`src/c3rb_pkg.sv`:
```
package c3rb_pkg;

    localparam int MAX_WIDTH_DEFAULT  = 1024;
    localparam int MAX_HEIGHT_DEFAULT = 1024;

    localparam int PIX_W      = 8;
    localparam int COEF_W     = 16;
    localparam int KERNEL_W   = 3 * COEF_W;
    localparam int CFG_DATA_W = KERNEL_W;
    localparam int CFG_IDX_W  = 3;
    localparam int SIZE_W     = 11;
    localparam int COLUMN_W   = 3 * PIX_W;
    localparam int PROD_W     = COEF_W + PIX_W + 1;
    localparam int RESULT_W   = 28;

    localparam int QUEUE_DEPTH = 8;

    localparam logic [SIZE_W-1:0] SIZE_RESET = SIZE_W'(1024);

    typedef enum logic [CFG_IDX_W-1:0] {
        REG_KERNEL_TOP    = 3'd0,
        REG_KERNEL_MIDDLE = 3'd1,
        REG_KERNEL_BOTTOM = 3'd2,
        REG_IMAGE_WIDTH   = 3'd3,
        REG_IMAGE_HEIGHT  = 3'd4
    } reg_index_t;

    localparam logic OP_PIXEL = 1'b0;
    localparam logic OP_DRAIN = 1'b1;

    typedef struct packed {
        logic signed [RESULT_W-1:0] value;
        logic                       run_last;
        logic                       frame_last;
    } result_t;

    function automatic logic signed [COEF_W-1:0] coef(
        input logic [KERNEL_W-1:0] row,
        input int                  col
    );
        return $signed(row[col*COEF_W +: COEF_W]);
    endfunction

endpackage

```
`src/c3rb_result_queue.sv`:
```
module c3rb_result_queue
    import c3rb_pkg::*;
#(
    parameter int DEPTH = QUEUE_DEPTH
) (
    input  logic                     clk,
    input  logic                     rst_n,
    input  logic [1:0]               push_n,
    input  result_t                  push_first,
    input  result_t                  push_second,
    output logic                     out_valid,
    input  logic                     out_ready,
    output result_t                  out_data,
    output logic [$clog2(DEPTH):0]   count
);

    localparam int PW = $clog2(DEPTH);

    result_t        mem [DEPTH];
    logic [PW-1:0]  wr_ptr_reg, wr_ptr_next;
    logic [PW-1:0]  rd_ptr_reg, rd_ptr_next;
    logic [PW:0]    count_reg, count_next;
    logic           pop;

    assign out_valid = (count_reg != '0);
    assign out_data  = mem[rd_ptr_reg];
    assign pop       = out_valid && out_ready;
    assign count     = count_reg;

    always_comb
    begin
        wr_ptr_next = wr_ptr_reg + PW'(push_n);
        rd_ptr_next = pop ? rd_ptr_reg + PW'(1) : rd_ptr_reg;
        count_next  = count_reg + (PW+1)'(push_n) - (PW+1)'(pop);
    end

    always_ff @(posedge clk)
    begin
        if (push_n != 2'd0)
        begin
            mem[wr_ptr_reg] <= push_first;
        end
        if (push_n == 2'd2)
        begin
            mem[wr_ptr_reg + PW'(1)] <= push_second;
        end
    end

    always_ff @(posedge clk or negedge rst_n)
    begin
        if (!rst_n)
        begin
            wr_ptr_reg <= '0;
            rd_ptr_reg <= '0;
            count_reg  <= '0;
        end
        else
        begin
            wr_ptr_reg <= wr_ptr_next;
            rd_ptr_reg <= rd_ptr_next;
            count_reg  <= count_next;
        end
    end

endmodule
```
`config.mk`:
```
export PLATFORM = sky130hd
export DESIGN_NAME = c3rb_result_queue
export DESIGN_NICKNAME = d
export VERILOG_FILES = /design/src/c3rb_pkg.sv /design/src/c3rb_result_queue.sv
export SDC_FILE = /design/constraint.sdc
export NUM_CORES = 1
export LEC_CHECK = 0
export BUFFER_PORTS_ARGS = -buffer_cell sky130_fd_sc_hd__buf_2
export CORE_MARGIN = 2
export CORE_UTILIZATION = 55
export CTS_CLUSTER_SIZE = 10
export DETAILED_ROUTE_END_ITERATION = 12
export GPL_ROUTABILITY_DRIVEN = 0
export PLACE_DENSITY = 0.77
export REMOVE_ABC_BUFFERS = 1
export SLEW_MARGIN = 10
export SYNTH_ARGS = -nofsm -noshare
export SYNTH_HDL_FRONTEND = slang
export SYNTH_SLANG_ARGS = --single-unit
export TNS_END_PERCENT = 100
```
`constraint.sdc`:
```
create_clock -name clk -period 3.55 [get_ports clk]
set_input_delay 0.5325 -clock clk [delete_from_list [all_inputs] [get_ports clk]]
set_output_delay 0.5325 -clock clk [all_outputs]
set_load 0.1 [all_outputs]
```
* After elaboration in Yosys (flattened, before gate mapping)
Memory sizes are Yosys's and may differ from the RTL's. Index checks and enable logic that the tools add are counted.
Word-level totals: input bits 65, register bits after elaboration 10, bits in writable memories 240, bits in latches 0, bits in read-only memories 0, output and inout bits 35, memories kept 1, word-level logic and storage cells 17
Memory list:
- mem | depth 8, width 30, read ports 1, clocked after Yosys merged registers in 0, write ports 2, RTL line c3rb_result_queue.sv:19 | result_t mem [DEPTH];
Cells by class: multiplexer cells 4, shifts and indexed selects 0, multipliers 0, magnitude comparators 0, equal/unequal tests 1, reduce and logical (&&, ||, !) cells 3, div/mod/pow operators 0, bitwise gates (word level) 0, add/subtract/negate cells 5
Operators by type and width (number):
- adder 3 x 1 -> 3 bit, second input constant | 2
- adder 4 x 2 -> 4 bit | 1
- two-way mux 1 bit | 4
- nonzero test 4 bit | 1
- subtractor 4 x 1 -> 4 bit | 1
- adder 3 x 2 -> 3 bit | 1
- equality test 2 bit, second input constant | 1
- nonzero test 2 bit | 1
- logical AND 1 bit | 1

* Depth between registers and ports, before layout
word-level depth 3, depth in mapped cells 11, mapped depth without buffers 11

* Worst setup path after synthesis
OpenSTA, ideal clock, no wires.
path kind input to register, start input port push_n[1], end memory mem[1][0] in the netlist's numbering, enable pin, stages on the path 2, path slack 0.120 ns, path buffers 0, arrival 2.967 ns, library setup time 0.463 ns, required time 3.087 ns, cell sequence o21ai_0 -> o31ai_1
RTL lines:
- start, declared | RTL line c3rb_result_queue.sv:8 | input logic [1:0] push_n,
- end, declared | RTL line c3rb_result_queue.sv:19

==> qor.yml <==
fill_cells: 1573
maxSlewHeadroom: 0.192
drive_above_1_share: 0.631
rsz0062_at_grt: "no"
synth_edf_count: 240
root_buffer: "clkbuf_16"
initial_utilization: 0.565
grt_pass1_wl_mm: 44.1
status: "finished, final reports clean"
cts_tree: "built"
top_level_ports: 100
yosysTopAreaCell: "edfxtp_1"
yosysSeqAreaShare: 0.579
path_cells: "buf_4, mux4_2, mux2_2, buf_2"
final_area_um2: 14600
setup_violations: 0
slowest_delay_ns: 0.79
routed_wl_mm: 29.1
yosysUniqueCellTypes: 34
syn-instance-count: 686
placed_area_um2: 13800
chipHeight_um: 157
synthTopCellsByArea: "edfxtp_1 (56%), mux2_2 (20%), mux4_2 (10%), mux2_4 (5.1%), dfrtp_1 (1.9%)"
finalCritPeriodShare: 0.916
largest_reg_flops: 240
clock.fmax_mhz: 308
startpoint_type: "flop"
synth.avg_cell_area_um2: 18.8
fin_nets: 882
yosys_warnings: 0
dp_hpwl_mm: 18.0
drcViolationCount: 0
yosys_register_bits: 250
core_area_um2: 22800
first_global_vias: 7610
cp_top_family: "flip-flops"
slowest_stage: "dfrtp_4"
dieWidth_um: 157
hold_path_class: "primary input to flop"
port_buffers: 99
yosysMostFrequentCell: "edfxtp_1"
cts_setup_buffers: 0
synth_top_area_frac: 0.560
path_class: "flop to output pin"
worstPathMaxFanout: 23
routed_via_density: 6.18
drt-initial-drc-count: 531
clock_latency_ns: 0.55
fp.dieArea_um2: 24600
synth_ff_type: "edfxtp_1"
met2_usage: 0.414
cts_buffers: 29
async_reset_ff_frac: 0.0400
route.detailed.wl_per_inst_um: 25.7
grt_busiest_layer: "met2"
worst-path-buf-inv: 2
grt_usage: 0.242
area_growth_pct: 13.6
gr-total-overflow: 0
crit_path_end_kind: "output pin"
htreeDepth: 1
first_pass_iters: 7
worst-endpoint-arrival_ns: 2.72
antenna_found_initial: 2
synth_common_cells: "edfxtp_1 (240), mux2_2 (227), mux4_2 (60)"
min_period_ns: 3.25
met1_usage: 0.328
slew_violations: 0
hold_viol_final: 0
tightest_slew_ns: 1.21
syn-cell-area_um2: 12900
cts.clk_slew.worst_paths_ns: 0.05
globalRouteMet3Util: 0.0399
cp_data_required_time_ns: 3.02
grt_max_degree: 31
dr_total_vias: 6998
clk_path_buf_depth: 3
maxCapViolations: 0
drtAntennaViolNets: 0
fin_skew_ns: 0.0157
row_count: 55
cts.sinks: 250
-- final cells by class --
| class | instances | area [um^2] | share of cell area |
|---|---|---|---|
| diodes | 2 | 5.00 | 0.000342 |
| well taps | 313 | 392 | 0.0268 |
| repair buffers | 131 | 801 | 0.0548 |
| flip-flops and latches | 250 | 7460 | 0.510 |
| clock buffers | 41 | 771 | 0.0527 |
| multi-input cells | 379 | 5120 | 0.350 |
| inverters | 15 | 56.3 | 0.00385 |
| clock inverters | 2 | 17.5 | 0.00120 |
-- metrics by stage --
step	setup TNS (ns)	instances	hold WS (ns)	utilization	setup slack (ns)
3_5_place_dp	0	1087	0.415	0.607	0.713
2_1_floorplan	-17.32	644	0.237	-	-0.577
6_report	0	1133	0.264	0.642	0.299
3_3_place_gp	0	1087	0.408	0.607	0.809
5_1_grt	0	1131	0.272	0.642	0.176
4_1_cts	0	1131	0.251	0.642	0.250
-- worst register-to-register path, cell delays in order (launching register included) --
cell      delay (ns)
dfrtp_1         0.49
ha_1            0.46
nand4b_1        0.46
nor2_4          0.49
buf_4           0.35
mux2_2          0.38
-- path summary, 6_finish.rpt --
kind                                      startpoint                         to  slack (ns)  cells past startpoint
min reg2reg                       count[3]$_DFF_PN0_         count[3]$_DFF_PN0_        0.66                      3
min in group asynchronous                      rst_n    wr_ptr_reg[2]$_DFF_PN0_        0.39                      2
max                        rd_ptr_reg[0]$_DFFE_PN0P_               out_data[29]        0.30                      4
min                                        out_ready  rd_ptr_reg[2]$_DFFE_PN0P_        0.26                      3
max reg2reg                  wr_ptr_reg[1]$_DFF_PN0_       mem[6][21]$_DFFE_PP_        0.66                      5
max in group asynchronous                      rst_n  rd_ptr_reg[0]$_DFFE_PN0P_        2.92                      2
-- cell usage in the layout, fill, tap and decap left out, types with 3 or more instances in the layout --
master / count
o21ai_4: 4
xnor2_1: 4
dfrtp_1: 8
buf_2: 99
inv_1: 15
nand2_1: 3
clkbuf_16: 29
ha_1: 9
mux2_4: 44
nand2_2: 4
mux4_2: 60
mux2_2: 227
buf_12: 5
clkbuf_1: 12
edfxtp_1: 240
buf_4: 26
-- layer usage --
layer | vias up | part of all wire
li1 | 3030 | -
met1 | 3686 | 0.41
met2 | 237 | 0.51
met3 | 43 | 0.059
met4 | 2 | 0.020
met5 | - | 0.00045
-- cell families after synthesis --
logic type,share of synthesized area
buffers and inverters,0.0319
XOR/XNOR,0.00593
multiplexers,0.355
adder cells (fa/ha/maj),0.0119
AND/OR/NAND/NOR,0.0103
flip-flops,0.579
AO/OA/AOI/OAI,0.00564
-- repair_timing --
item                      CTS  global route
hold endpoints to repair   10             0
resized for setup           0             0
hold buffers                1             0
Power is not shown: default switching activity piles up to over one toggle a cycle in this logic, so the estimate is an artifact.
